### src/hdl/vlrr_pkg.sv
// vlrr_pkg: shared types and codes of the variable length request ring
// item structs, op and status codes, controller states, buffer handshake structs
// no dependencies
`timescale 1ns / 1ps

package vlrr_pkg;

	localparam int WORD_W  = 64;
	localparam int PLEN_W  = 9;
	localparam int CFG_W   = 10;
	localparam int BYTES_W = 9;

	localparam logic [1:0] OP_BEGIN   = 2'd0;
	localparam logic [1:0] OP_PAYLOAD = 2'd1;
	localparam logic [1:0] OP_DRAIN   = 2'd2;

	localparam logic [2:0] ST_OK       = 3'd0;
	localparam logic [2:0] ST_NOROOM   = 3'd1;
	localparam logic [2:0] ST_PROTO    = 3'd2;
	localparam logic [2:0] ST_EMPTY    = 3'd3;
	localparam logic [2:0] ST_NOTREADY = 3'd4;
	localparam logic [2:0] ST_WORD     = 3'd5;

	localparam logic [CFG_W-1:0] MAX_ADVANCE_RESET = 10'd512;

	typedef struct packed {
		logic [1:0]        op;
		logic [PLEN_W-1:0] payload_bytes;
		logic [WORD_W-1:0] data_word;
	} req_item_t;

	typedef struct packed {
		logic [2:0]         status;
		logic [WORD_W-1:0]  word_out;
		logic               last;
		logic [BYTES_W-1:0] drained_bytes;
	} rsp_item_t;

	typedef enum logic {
		CTRL_IDLE,
		CTRL_DRAIN
	} ctrl_state_t;

	// read issued toward the ring memory during a drain
	typedef struct packed {
		logic               issue;
		logic               last;
		logic [BYTES_W-1:0] drained_bytes;
	} rd_issue_t;

	// output buffer status back to the controller
	typedef struct packed {
		logic single_ok;
		logic read_room;
	} obuf_stat_t;

endpackage

### src/hdl/variable_length_request_ring.sv
// variable_length_request_ring: top level of the framed request ring
// ties vlrr_ctrl, vlrr_ring_mem and vlrr_out_buf together; uses vlrr_pkg
//
// usage:
//   req channel (req_valid/req_ready/req) takes begin, payload and drain items.
//   rsp channel (rsp_valid/rsp_ready/rsp) returns the results in order.
//   cfg channel (cfg_valid/cfg_ready/cfg_data) writes max_advance_bytes; it is
//   always ready; the user must see it is written only while the ring is idle;
//   the block itself does not enforce this.
// results and throughput:
//   begin, payload and failed drains give one result, registered, in the cycle
//   after the transfer; a new item is taken every cycle while no drain runs and
//   rsp keeps up. a drain reads via the state, ring memory read and result
//   registers, then gives one word per cycle while rsp keeps up; the next item
//   is taken once the last word sits in the result register.
// reset:
//   pointers, open request and limit (512) clear at once; the ring memory is
//   not cleared and no sweep runs.
// stalls:
//   a result waits in the result register, and a drained word in flight goes to
//   a one-entry skid; memory reads pause until there is room.
`timescale 1ns / 1ps

module variable_length_request_ring #(
	parameter int RING_BYTES = 512
) (
	input  logic                       clk,
	input  logic                       arst_n,
	input  logic                       req_valid,
	output logic                       req_ready,
	input  vlrr_pkg::req_item_t        req,
	output logic                       rsp_valid,
	input  logic                       rsp_ready,
	output vlrr_pkg::rsp_item_t        rsp,
	input  logic                       cfg_valid,
	output logic                       cfg_ready,
	input  logic [vlrr_pkg::CFG_W-1:0] cfg_data
);
	import vlrr_pkg::*;

	localparam int RING_WORDS = RING_BYTES / 8;
	localparam int AW         = $clog2(RING_WORDS);

	obuf_stat_t        stat;
	logic              single_valid;
	rsp_item_t         single;
	rd_issue_t         rd;
	logic              mem_we;
	logic [AW-1:0]     mem_waddr;
	logic [WORD_W-1:0] mem_wdata;
	logic              mem_re;
	logic [AW-1:0]     mem_raddr;
	logic [WORD_W-1:0] mem_rdata;

	assign cfg_ready = 1'b1;

	vlrr_ctrl #(
		.RING_BYTES(RING_BYTES),
		.AW        (AW)
	) u_ctrl (
		.clk         (clk),
		.arst_n      (arst_n),
		.req_valid   (req_valid),
		.req_ready   (req_ready),
		.req         (req),
		.cfg_valid   (cfg_valid),
		.cfg_data    (cfg_data),
		.stat        (stat),
		.single_valid(single_valid),
		.single      (single),
		.rd          (rd),
		.mem_we      (mem_we),
		.mem_waddr   (mem_waddr),
		.mem_wdata   (mem_wdata),
		.mem_re      (mem_re),
		.mem_raddr   (mem_raddr)
	);

	vlrr_ring_mem #(
		.DEPTH(RING_WORDS),
		.AW   (AW)
	) u_mem (
		.clk  (clk),
		.we   (mem_we),
		.waddr(mem_waddr),
		.wdata(mem_wdata),
		.re   (mem_re),
		.raddr(mem_raddr),
		.rdata(mem_rdata)
	);

	vlrr_out_buf u_out (
		.clk         (clk),
		.arst_n      (arst_n),
		.single_valid(single_valid),
		.single      (single),
		.rd          (rd),
		.rdata       (mem_rdata),
		.rsp_valid   (rsp_valid),
		.rsp_ready   (rsp_ready),
		.rsp         (rsp),
		.stat        (stat)
	);

endmodule

### src/hdl/vlrr_ring_mem.sv
// vlrr_ring_mem: single-port-write, single-port-read ring word store
// read data registered; uses vlrr_pkg for the word width
`timescale 1ns / 1ps

module vlrr_ring_mem #(
	parameter int DEPTH = 64,
	parameter int AW    = 6
) (
	input  logic                       clk,
	input  logic                       we,
	input  logic [AW-1:0]              waddr,
	input  logic [vlrr_pkg::WORD_W-1:0] wdata,
	input  logic                       re,
	input  logic [AW-1:0]              raddr,
	output logic [vlrr_pkg::WORD_W-1:0] rdata
);
	import vlrr_pkg::*;

	logic [WORD_W-1:0] mem [DEPTH];
	logic [WORD_W-1:0] rdata_q;

	always_ff @(posedge clk) begin
		if (we) begin
			mem[waddr] <= wdata;
		end
		if (re) begin
			rdata_q <= mem[raddr];
		end
	end

	assign rdata = rdata_q;

endmodule

### src/hdl/vlrr_out_buf.sv
// vlrr_out_buf: result register with a one-entry skid for drained words
// tracks the memory read in flight; uses vlrr_pkg item and status structs
`timescale 1ns / 1ps

module vlrr_out_buf (
	input  logic                        clk,
	input  logic                        arst_n,
	input  logic                        single_valid,
	input  vlrr_pkg::rsp_item_t         single,
	input  vlrr_pkg::rd_issue_t         rd,
	input  logic [vlrr_pkg::WORD_W-1:0] rdata,
	output logic                        rsp_valid,
	input  logic                        rsp_ready,
	output vlrr_pkg::rsp_item_t         rsp,
	output vlrr_pkg::obuf_stat_t        stat
);
	import vlrr_pkg::*;

	logic               out_valid_q;
	rsp_item_t          out_q;
	logic               skid_valid_q;
	rsp_item_t          skid_q;
	logic               pend_s1;
	logic               pend_last_s1;
	logic [BYTES_W-1:0] pend_bytes_s1;

	logic      take;
	logic      out_free;
	rsp_item_t rd_item;
	logic [1:0] occ;

	assign take     = out_valid_q && rsp_ready;
	assign out_free = !out_valid_q || take;

	always_comb begin
		rd_item.status        = ST_WORD;
		rd_item.word_out      = rdata;
		rd_item.last          = pend_last_s1;
		rd_item.drained_bytes = pend_bytes_s1;
	end

	// entries held or on the way, less the one leaving now
	assign occ = 2'(out_valid_q) + 2'(skid_valid_q) + 2'(pend_s1) - 2'(take);

	assign stat.single_ok = out_free && !skid_valid_q && !pend_s1;
	assign stat.read_room = (occ <= 2'd1);

	always_ff @(posedge clk or negedge arst_n) begin
		if (!arst_n) begin
			out_valid_q  <= 1'b0;
			skid_valid_q <= 1'b0;
			pend_s1      <= 1'b0;
		end else begin
			pend_s1 <= rd.issue;
			if (out_free) begin
				out_valid_q <= skid_valid_q || pend_s1 || single_valid;
			end
			if (skid_valid_q && out_free) begin
				skid_valid_q <= pend_s1;
			end else if (pend_s1 && !out_free) begin
				skid_valid_q <= 1'b1;
			end
		end
	end

	always_ff @(posedge clk) begin
		pend_last_s1  <= rd.last;
		pend_bytes_s1 <= rd.drained_bytes;
		if (out_free) begin
			if (skid_valid_q) begin
				out_q <= skid_q;
			end else if (pend_s1) begin
				out_q <= rd_item;
			end else begin
				out_q <= single;
			end
		end
		// read data lands in the skid when it cannot go straight out
		if (pend_s1 && (skid_valid_q || !out_free)) begin
			skid_q <= rd_item;
		end
	end

	assign rsp_valid = out_valid_q;
	assign rsp       = out_q;

endmodule

### src/hdl/vlrr_ctrl.sv
// vlrr_ctrl: ring pointers, admission check, payload placement and drain sequencer
// drives the ring memory and the output buffer; uses vlrr_pkg
`timescale 1ns / 1ps

module vlrr_ctrl #(
	parameter int RING_BYTES = 512,
	parameter int AW         = 6
) (
	input  logic                        clk,
	input  logic                        arst_n,
	input  logic                        req_valid,
	output logic                        req_ready,
	input  vlrr_pkg::req_item_t         req,
	input  logic                        cfg_valid,
	input  logic [vlrr_pkg::CFG_W-1:0]  cfg_data,
	input  vlrr_pkg::obuf_stat_t        stat,
	output logic                        single_valid,
	output vlrr_pkg::rsp_item_t         single,
	output vlrr_pkg::rd_issue_t         rd,
	output logic                        mem_we,
	output logic [AW-1:0]               mem_waddr,
	output logic [vlrr_pkg::WORD_W-1:0] mem_wdata,
	output logic                        mem_re,
	output logic [AW-1:0]               mem_raddr
);
	import vlrr_pkg::*;

	localparam int RING_WORDS = RING_BYTES / 8;

	ctrl_state_t        state_q, state_d;
	logic [AW-1:0]      prod_q, cons_q, prog_q, idx_q;
	logic               open_q;
	logic [PLEN_W-1:0]  rem_q;
	logic [CFG_W-1:0]   max_adv_q;
	logic [AW:0]        cnt_q;
	logic [BYTES_W-1:0] bytes_q;

	logic               accept;
	logic [AW:0]        gap;
	logic [10:0]        used;
	logic [9:0]         req_bytes;
	logic               no_room;
	logic [7:0]         prod_sum;
	logic [AW-1:0]      prod_new;
	logic [9:0]         rem_round;
	logic [7:0]         wl8;
	logic [7:0]         slot8;
	logic [WORD_W-1:0]  masked;
	logic [PLEN_W-1:0]  rem_new;
	logic [AW:0]        count;
	logic [11:0]        count_bytes;
	logic [AW-1:0]      idx_next;
	logic               drain_go;

	assign accept    = req_valid && req_ready;
	assign req_ready = (state_q == CTRL_IDLE) && stat.single_ok;

	// forward distance consumer to producer, in words
	always_comb begin
		if (prod_q >= cons_q) begin
			gap = {1'b0, prod_q} - {1'b0, cons_q};
		end else begin
			gap = {1'b0, prod_q} + (AW + 1)'(RING_WORDS) - {1'b0, cons_q};
		end
		used      = 11'(gap) << 3;
		req_bytes = ({1'b0, req.payload_bytes} + 10'd15) & ~10'd7;
		no_room   = (used + 11'(req_bytes) >= 11'(max_adv_q))
			|| (11'(req_bytes) > 11'(RING_BYTES) - used);
		prod_sum  = 8'(prod_q) + 8'(req_bytes[9:3]);
		if (prod_sum >= 8'(RING_WORDS)) begin
			prod_new = AW'(prod_sum - 8'(RING_WORDS));
		end else begin
			prod_new = AW'(prod_sum);
		end
	end

	// slot of the next payload word, counted back from the producer
	always_comb begin
		rem_round = {1'b0, rem_q} + 10'd7;
		wl8       = {1'b0, rem_round[9:3]};
		if (8'(prod_q) >= wl8) begin
			slot8 = 8'(prod_q) - wl8;
		end else begin
			slot8 = 8'(prod_q) + 8'(RING_WORDS) - wl8;
		end
		masked = req.data_word;
		if (rem_q < 9'd8) begin
			for (int b = 0; b < 8; b++) begin
				if (3'(b) >= rem_q[2:0]) begin
					masked[b*8 +: 8] = 8'h00;
				end
			end
			rem_new = '0;
		end else begin
			rem_new = rem_q - 9'd8;
		end
	end

	always_comb begin
		count = (gap == '0) ? (AW + 1)'(RING_WORDS) : gap;
		count_bytes = 12'(count) << 3;
		if (idx_q == AW'(RING_WORDS - 1)) begin
			idx_next = '0;
		end else begin
			idx_next = idx_q + 1'b1;
		end
	end

	assign drain_go = accept && (req.op == OP_DRAIN) && (cons_q != prod_q)
		&& (prog_q == prod_q);

	always_comb begin
		state_d = state_q;
		case (state_q)
			CTRL_IDLE: begin
				if (drain_go) begin
					state_d = CTRL_DRAIN;
				end
			end
			CTRL_DRAIN: begin
				if (stat.read_room && cnt_q == (AW + 1)'(1)) begin
					state_d = CTRL_IDLE;
				end
			end
			default: state_d = CTRL_IDLE;
		endcase
	end

	always_comb begin
		single_valid         = accept && !drain_go;
		single.status        = ST_PROTO;
		single.word_out      = '0;
		single.last          = 1'b1;
		single.drained_bytes = '0;
		mem_we               = 1'b0;
		mem_waddr            = prod_q;
		mem_wdata            = 64'(req_bytes);
		mem_re               = 1'b0;
		mem_raddr            = idx_q;
		rd.issue             = 1'b0;
		rd.last              = (cnt_q == (AW + 1)'(1));
		rd.drained_bytes     = bytes_q;
		case (state_q)
			CTRL_IDLE: begin
				case (req.op)
					OP_BEGIN: begin
						if (!open_q) begin
							single.status = no_room ? ST_NOROOM : ST_OK;
							mem_we        = accept && !no_room;
						end
					end
					OP_PAYLOAD: begin
						if (open_q) begin
							single.status = ST_OK;
							mem_we        = accept;
							mem_waddr     = AW'(slot8);
							mem_wdata     = masked;
						end
					end
					OP_DRAIN: begin
						if (cons_q == prod_q) begin
							single.status = ST_EMPTY;
						end else if (prog_q != prod_q) begin
							single.status = ST_NOTREADY;
						end
					end
					default: single.status = ST_PROTO;
				endcase
			end
			CTRL_DRAIN: begin
				rd.issue = stat.read_room;
				mem_re   = stat.read_room;
			end
			default: ;
		endcase
	end

	always_ff @(posedge clk or negedge arst_n) begin
		if (!arst_n) begin
			state_q   <= CTRL_IDLE;
			prod_q    <= '0;
			cons_q    <= '0;
			prog_q    <= '0;
			idx_q     <= '0;
			open_q    <= 1'b0;
			rem_q     <= '0;
			cnt_q     <= '0;
			bytes_q   <= '0;
			max_adv_q <= MAX_ADVANCE_RESET;
		end else begin
			state_q <= state_d;
			if (cfg_valid) begin
				max_adv_q <= cfg_data;
			end
			if (accept) begin
				case (req.op)
					OP_BEGIN: begin
						if (!open_q && !no_room) begin
							prod_q <= prod_new;
							if (req.payload_bytes == '0) begin
								prog_q <= prod_new;
							end else begin
								open_q <= 1'b1;
								rem_q  <= req.payload_bytes;
							end
						end
					end
					OP_PAYLOAD: begin
						if (open_q) begin
							rem_q <= rem_new;
							if (rem_new == '0) begin
								open_q <= 1'b0;
								prog_q <= prod_q;
							end
						end
					end
					default: ;
				endcase
			end
			if (drain_go) begin
				idx_q   <= cons_q;
				cnt_q   <= count;
				bytes_q <= count_bytes[8:0];
				cons_q  <= prog_q;
			end else if (mem_re) begin
				idx_q <= idx_next;
				cnt_q <= cnt_q - 1'b1;
			end
		end
	end

endmodule

### config.mk
export PLATFORM = sky130hd
export DESIGN_NAME = variable_length_request_ring
export DESIGN_NICKNAME = d
export VERILOG_FILES = /design/src/hdl/vlrr_pkg.sv /design/src/hdl/variable_length_request_ring.sv /design/src/hdl/vlrr_ring_mem.sv /design/src/hdl/vlrr_out_buf.sv /design/src/hdl/vlrr_ctrl.sv
export SDC_FILE = /design/constraint.sdc
export NUM_CORES = 2
export LEC_CHECK = 0
export BUFFER_PORTS_ARGS = -buffer_cell sky130_fd_sc_hd__buf_4
export CAP_MARGIN = 15
export CORE_MARGIN = 2
export CORE_UTILIZATION = 40
export CTS_BUF_LIST = sky130_fd_sc_hd__clkbuf_16
export DETAILED_ROUTE_END_ITERATION = 8
export GPL_TIMING_DRIVEN = 0
export PLACE_DENSITY_LB_ADDON = 0.25
export SETUP_SLACK_MARGIN = 0.3
export SLEW_MARGIN = 10
export SYNTH_ARGS = -nofsm -noshare
export SYNTH_HDL_FRONTEND = slang
export SYNTH_SLANG_ARGS = --single-unit
### constraint.sdc
create_clock -name clk -period 19.3 [get_ports clk]
set_input_delay 0.965 -clock clk [delete_from_list [all_inputs] [get_ports clk]]
set_output_delay 0.965 -clock clk [all_outputs]
set_load 0.02 [all_outputs]
## Word level (Yosys, flattened, before mapping)

Memory sizes are Yosys's and may differ from the RTL's. A register that Yosys moved wholly into a read port is not among the register bits.
Cells that the tools add are included.

- Flip-flop bits (word level): 216
- Bits in writable memories: 4096
- Input bits: 90
- Output and inout bits: 80
- Memories kept: 1

Memory list:

| memory | depth | width | rd ports | clocked after Yosys merged registers in | write ports | line | RTL |
|---|---|---|---|---|---|---|---|
| u_mem.mem | 64 | 64 | 1 | 1 | 1 | vlrr_ring_mem.sv:19 | `logic [WORD_W-1:0] mem [DEPTH];` |

- Add/sub/neg operators: 18
- $lt $le $gt $ge: 15
- Equal/unequal tests: 13
- Multiplexer cells: 60
- Bitwise gates (word level): 1
- Reduce and logical (&&, ||, !) cells: 39

Operators with widths:

| operator | number |
|---|---|
| two-way mux 64 bit | 4 |
| two-way mux 74 bit | 2 |
| two-way mux 6 bit | 12 |
| two-way mux 8 bit | 8 |
| two-way mux 9 bit | 4 |
| two-way mux 7 bit | 4 |
| logical NOT 9 bit | 2 |
| one-hot mux 9 bit (2 select lines) | 1 |
| logical AND 1 bit | 15 |
| two-way mux 1 bit | 15 |
| adder 6 x 1 -> 6 bit (second input constant) | 2 |
| == test 6 bit | 2 |
| >= comparator 3 bit (first input constant) | 4 |
| two-way mux 3 bit | 4 |
| != test 6 bit | 2 |
| one-hot mux 6 bit (2 select lines) | 1 |
| subtractor 6 bit | 2 |
| adder 10 x 10 -> 11 bit | 1 |
| >= comparator 11 x 10 -> 1 bit | 1 |
| > comparator 10 x 11 -> 1 bit | 1 |
| subtractor 10 x 10 -> 11 bit (first input constant) | 1 |
| adder 9 x 3 -> 10 bit (second input constant) | 1 |
| adder 9 x 4 -> 10 bit (second input constant) | 1 |
| less-than comparator 9 x 4 -> 1 bit (second input constant) | 1 |
| other kinds (36) | 55 |

## Longest topological paths before layout

- Depth after elaboration: 13
- Gate-level depth with buffers: 20
- Mapped depth without buffers: 20

## By module

A second synthesis with hierarchy kept.

- Cells, all modules: 7742
- Area, all modules: 169408.7 um^2

By module, submodules not included:

| module | instances | cells each | area each (um^2) |
|---|---|---|---|
| vlrr_ring_mem | 1 | 6598 | 156989.3 |
| vlrr_out_buf | 1 | 428 | 6500.0 |
| vlrr_ctrl | 1 | 714 | 5908.2 |
| variable_length_request_ring | 1 | 2 | 11.3 |

## Least setup slack after synthesis

OpenSTA, ideal clock, no wires.

- Path type: input-to-reg
- Start: in req[67] (netlist bit)
- End: mem u_mem.mem[56][0], enable pin
- Arrival time: 8762 ps
- Required time: 18735 ps
- Setup slack: 9973 ps
- Stages on the path: 16
- Path buffers: 1
- Path through: or4_1 -> clkbuf_1 -> xor2_1 -> ha_1 -> a211oi_1 -> o21bai_1 -> a21oi_1 -> xnor2_1 -> ha_1 -> and3_1 -> nor2b_1 -> nor2_1 -> nand3_1 -> o21ai_1 -> nand2_1 -> nor3_1

- Cells in the longest elaborated chain, start to end: 11

RTL lines:

| item | line | RTL |
|---|---|---|
| start, declared | variable_length_request_ring.sv:31 | `input vlrr_pkg::req_item_t req,` |
| adder 9 x 4 -> 10 bit * | vlrr_ctrl.sv:66 | `req_bytes = ({1'b0, req.payload_bytes} + 10'd15) & ~10'd7;` |
| adder 10 x 10 -> 11 bit | vlrr_ctrl.sv:67 | `no_room = (used + 11'(req_bytes) >= 11'(max_adv_q))` |
| >= comparator 11 x 10 -> 1 bit | vlrr_ctrl.sv:67 |  |
| logical OR 1 bit * | vlrr_ctrl.sv:68 | `\|\| (11'(req_bytes) > 11'(RING_BYTES) - used);` |
| logical NOT 1 bit * | vlrr_ctrl.sv:149 | `mem_we = accept && !no_room;` |
| logical AND 1 bit * | vlrr_ctrl.sv:149 |  |
| two-way mux 1 bit * | vlrr_ctrl.sv:147 | `if (!open_q) begin` |
| one-hot mux 1 bit (2 select lines) * | vlrr_ctrl.sv:145 | `case (req.op)` |
| two-way mux 1 bit * | vlrr_ctrl.sv:143 | `case (state_q)` |
| two-way mux 1 bit * | vlrr_ring_mem.sv:23 | `if (we) begin` |
| two-way mux 1 bit (implied by the code) * | vlrr_ring_mem.sv:24 | `mem[waddr] <= wdata;` |
| end, declared | vlrr_ring_mem.sv:19 |  |

Every way passes the cells marked *; elsewhere a longest branch is shown, timed or not.

## Worst setup path after layout

- Start: reg u_ctrl.prod_q[0]
- End: mem u_mem.mem[57][32], enable pin

- Cells in the longest elaborated chain, start to end: 13

RTL lines:

| item | line | RTL |
|---|---|---|
| start, declared | vlrr_ctrl.sv:31 | `logic [AW-1:0] prod_q, cons_q, prog_q, idx_q;` |
| start signal, assigned | vlrr_ctrl.sv:199 | `prod_q <= prod_new;` |
| adder 6 x 7 -> 7 bit | vlrr_ctrl.sv:63 | `gap = {1'b0, prod_q} + (AW + 1)'(RING_WORDS) - {1'b0, cons_q};` |
| subtractor 7 x 6 -> 7 bit | vlrr_ctrl.sv:63 |  |
| two-way mux 7 bit | vlrr_ctrl.sv:60 | `if (prod_q >= cons_q) begin` |
| adder 10 x 10 -> 11 bit / subtractor 10 x 10 -> 11 bit (equally long branches) | vlrr_ctrl.sv:67, vlrr_ctrl.sv:68 |  |
| >= comparator 11 x 10 -> 1 bit / > comparator 10 x 11 -> 1 bit (equally long branches) | vlrr_ctrl.sv:67, vlrr_ctrl.sv:68 |  |
| logical OR 1 bit | vlrr_ctrl.sv:68 |  |
| logical NOT 1 bit | vlrr_ctrl.sv:149 |  |
| logical AND 1 bit | vlrr_ctrl.sv:149 |  |
| two-way mux 1 bit | vlrr_ctrl.sv:147 |  |
| one-hot mux 1 bit (2 select lines) | vlrr_ctrl.sv:145 |  |
| two-way mux 1 bit | vlrr_ctrl.sv:143 |  |
| two-way mux 1 bit | vlrr_ring_mem.sv:23 |  |
| two-way mux 1 bit (implied by the code) | vlrr_ring_mem.sv:24 |  |

Several ways; a longest one is shown, not always the timed one.

==> impl_metrics.py <==
metrics = {
    "critical_path": {
        "critPathRequiredTime_ns": 19.93,
        "timing_worst_setup_path_type": "register to register",
        "worstSetupEndpointType": "register",
        "cp.arrival_ns": 8.74,
        "path_max_fanout": 9,
        "start_kind": "register",
    },
    "clock_network": {
        "cts-root-buf": "clkbuf_16",
        "cts_tree": "built",
        "postCtsSetupRepairBufs": 0,
        "cts-hold-fix-buffers": 0,
        "clkLatencyLatePin_ns": 0.99,
        "clock_sinks": 4373,
        "cts_resized": 0,
        "cts_inserted_buffers": 426,
        "clockBufferDepth": 4,
        "clkTransAtPathRegs_ns": 0.07,
        "htree_levels": 5,
    },
    "yosys": {
        "postSynthCellCount": 6933,
        "ys_types": 76,
        "yosys_warnings": 0,
        "synth_top_area_share_pct": 77.3,
        "ys.flop_type": "edfxtp_1",
        "syn-cell-area_um2": 167000,
        "yosys-top-cells-area": "edfxtp_1 (77%), mux4_2 (17%), dfrtp_1 (0.90%), a22oi_1 (0.57%), clkbuf_1 (0.55%)",
        "syn_avg_cell_area_um2": 24.1,
        "ys_seq_area_share_pct": 78.3,
        "async_flop_share_pct": 1.39,
        "yosysTopAreaCell": "edfxtp_1",
        "synth_seq_cells": 4373,
        "synthMostInstantiatedCell": "edfxtp_1",
        "synth_enable_flop_cells": 4305,
        "synth_common_cells": "edfxtp_1 (4,305), mux4_2 (1,280), clkbuf_1 (243), nand2_1 (132), a22oi_1 (128)",
    },
    "pwr": {
        "power.share.switching_pct": 30.6,
        "leakage_nw": 63.4,
        "vdd_drop_max_uv": 85.4,
        "p_per_area_nw_per_um2": 139,
        "seq_power_share_pct": 40.6,
        "p_int_mw": 19.1,
        "power.share.clock_pct": 30.0,
        "netSwitchingPower_mw": 8.40,
        "power_frac_comb_pct": 29.4,
    },
    "global_route": {
        "grt_pass1_wl_um": 632000,
        "grt_remaining_overflow": 0,
        "grt_max_degree": 65,
        "grt_usage_pct": 21.2,
        "grt_pass1_vias": 82600,
        "antenna_found_initial": 25,
    },
    "cells_and_area": {
        "syn_to_final_growth_pct": 17.9,
        "drive_gt1_share_pct": 34.4,
        "nets": 8254,
    },
    "timing": {
        "tightest_slew_ns": 1.31,
        "relSlewSlack_pct": 12.4,
        "hold_viol": 0,
        "period_needed_ns": 8.11,
        "max_freq_mhz": 123,
        "setup_viol": 0,
        "setup_ws_ns": 11.19,
        "setup_tns_ns": 0,
        "period_share_pct": 42.0,
        "finClkSkew_ns": 0.0682,
        "grt_setup_unrepaired": "no",
        "slew_violations": 0,
    },
    "hold_path": {
        "min_path_type": "input pin to async pin",
    },
    "routing": {
        "drtPass1Iterations": 6,
        "drt-met1-wl_um": 174000,
        "routed.top_layer": "met5",
        "viasPerCell": 5.75,
        "dr_total_vias": 80600,
        "route.met2.wl_um": 232000,
        "ant_nets": 0,
        "drt_wl_total_um": 456000,
        "drc": 0,
        "drt_iter0_markers": 10300,
        "wire_per_inst_um": 32.5,
        "wl_met3_um": 34900,
    },
    "run_status": {
        "outcome": "completed",
    },
    "place": {
        "gp_congestion": 0.807,
        "dp_worst_setup_slack_ns": 10.96,
        "io_buffers": 163,
        "dp_hpwl_um": 333000,
    },
    "die": {
        "num_rows": 237,
        "die_w_um": 650,
        "core_area_um2": 416000,
        "start_util_pct": 40.2,
        "pin_count": 170,
        "die_h_um": 650,
        "die-area_um2": 423000,
    },
    "job": {
        "maxCapViolCount": 0,
    },
}
-- routing by layer --
layer	global-route usage, %	vias up
met5	0	-
met4	6.77	4
met3	3.85	663
met2	36.4	3488
met1	27.5	44000
li1	-	32400
-- logic make-up (layout without fill, tap and decap cells) --
family / Yosys count / count (layout) / share of synthesized area (%)
buffers and inverters: 412 / 1958 / 0.966
adders and majority gates: 50 / 50 / 0.391
DFF: 4373 / 4373 / 78.3
muxes: 1294 / 1294 / 17.3
xor gates and xnor gates: 46 / 46 / 0.241
other: 2 / 36 / 0.00449
AOI/OAI and AO/OA: 358 / 358 / 1.53
and+or+nand+nor: 398 / 398 / 1.20
-- sequential cells by signal, indices dropped and copies added (netlist names) --
| name | count |
|---|---|
| u_out.skid_valid_q | 1 |
| u_out.rsp_valid | 1 |
| u_ctrl.mem_raddr | 6 |
| u_ctrl.rem_q | 9 |
| u_out.pend_bytes_s1 | 6 |
| u_ctrl.cons_q | 6 |
| u_ctrl.state_q | 1 |
| u_out.pend_s1 | 1 |
| u_ctrl.prod_q | 6 |
| u_ctrl.open_q | 1 |
| u_out.rsp | 74 |
| u_ctrl.prog_q | 6 |
| u_ctrl.cnt_q | 7 |
| u_ctrl.max_adv_q | 10 |
| u_out.skid_q | 71 |
| u_ctrl.bytes_q | 6 |
| u_out.pend_last_s1 | 1 |
| u_mem.rdata | 64 |
| u_mem.mem | 4096 |
-- cell usage in the layout (no fill, tap or decap), types with 11 or more instances in the layout --
cell	count
edfxtp_1	4305
mux4_2	1280
buf_4	470
clkbuf_16	431
clkbuf_1	205
buf_12	144
nand2_1	132
a22oi_1	128
inv_1	116
buf_6	102
clkinv_2	96
clkinv_1	92
a22o_1	69
buf_1	63
dfrtp_1	60
buf_2	56
o21ai_0	52
and2_2	49
ha_1	45
nor3_2	43
bufinv_16	41
clkbuf_2	38
a21oi_1	35
nor2_1	33
diode_2	32
xnor2_1	32
buf_16	30
clkinvlp_4	26
nor2_4	25
nor3_1	19
nand2b_1	14
xor2_1	14
nand3_1	12
nand4_1	11
inv_6	11
-- area by class of cell --
| type | instances | area, um2 |
|---|---|---|
| Clock buffer | 431 | 10800 |
| Tap cell | 5497 | 6880 |
| Multi-Input combinational cell | 2150 | 35200 |
| Buffer | 367 | 1510 |
| Fill cell | 33700 | 219000 |
| Antenna cell | 32 | 80.1 |
| Inverter | 45 | 171 |
| Timing Repair Buffer | 752 | 8510 |
| Sequential cell | 4373 | 131000 |
| Clock inverter | 363 | 3070 |
-- power by group through the flow --
stage	clock network (mW)	registers (mW)	logic [mW]
4_1_cts	8.37	11.2	8.15
3_3_place_gp	0	11.4	7.69
3_5_place_dp	0	11.3	8.12
2_1_floorplan	0	11.4	4.72
5_1_grt	8.73	11.2	8.47
6_report	8.24	11.1	8.08
-- stage by stage --
step / area, um2 / power, mW / hold WS (ns) / std cells / utilization (%)
2_1_floorplan: 167000 / 16.2 / 0.347 / 6935 / -
3_3_place_gp: 175000 / 19.1 / 0.366 / 12600 / 42.1
3_5_place_dp: 183000 / 19.5 / 0.358 / 13200 / 44.0
4_1_cts: 197000 / 27.7 / 0.0764 / 14000 / 47.3
5_1_grt: 197000 / 28.4 / 0.107 / 14000 / 47.3
6_report: 197000 / 27.5 / 0.0734 / 14000 / 47.3
-- final timing paths --
path,from,slack (ns),to,depth (start not counted)
max in group asynchronous,arst_n,18.59,u_ctrl.rem_q[2],1
max reg2reg,u_ctrl.prod_q[0],11.19,u_mem.mem[57][32],26
min reg2reg,u_ctrl.bytes_q[8],0.37,u_out.pend_bytes_s1[8],0
min in group clk,cfg_data[5],0.19,u_ctrl.max_adv_q[5],3
min,arst_n,0.07,u_out.pend_s1,1
max,u_ctrl.prod_q[0],11.19,u_mem.mem[57][32],26
-- worst max-delay path: stages, from the launching register on --
cell,delay [ns]
dfrtp_1,0.44
inv_1,0.17
ha_1,0.24
inv_1,0.07
fa_1,0.43
xnor2_1,0.63
inv_1,0.12
ha_1,0.37
a21o_1,0.19
a21oi_1,0.22
o21bai_1,0.09
a21oi_1,0.18
xnor2_1,0.14
ha_1,0.26
and3_1,0.19
nor2b_1,0.15
nor2_1,0.20
nand3_1,0.14
o21ai_1,0.56
nand2_1,0.52
nor3_2,0.93
buf_4,0.34
buf_4,0.23
buf_4,0.24
buf_4,0.22
buf_4,0.22
buf_4,0.23
Power figures use the tool's default switching activity.
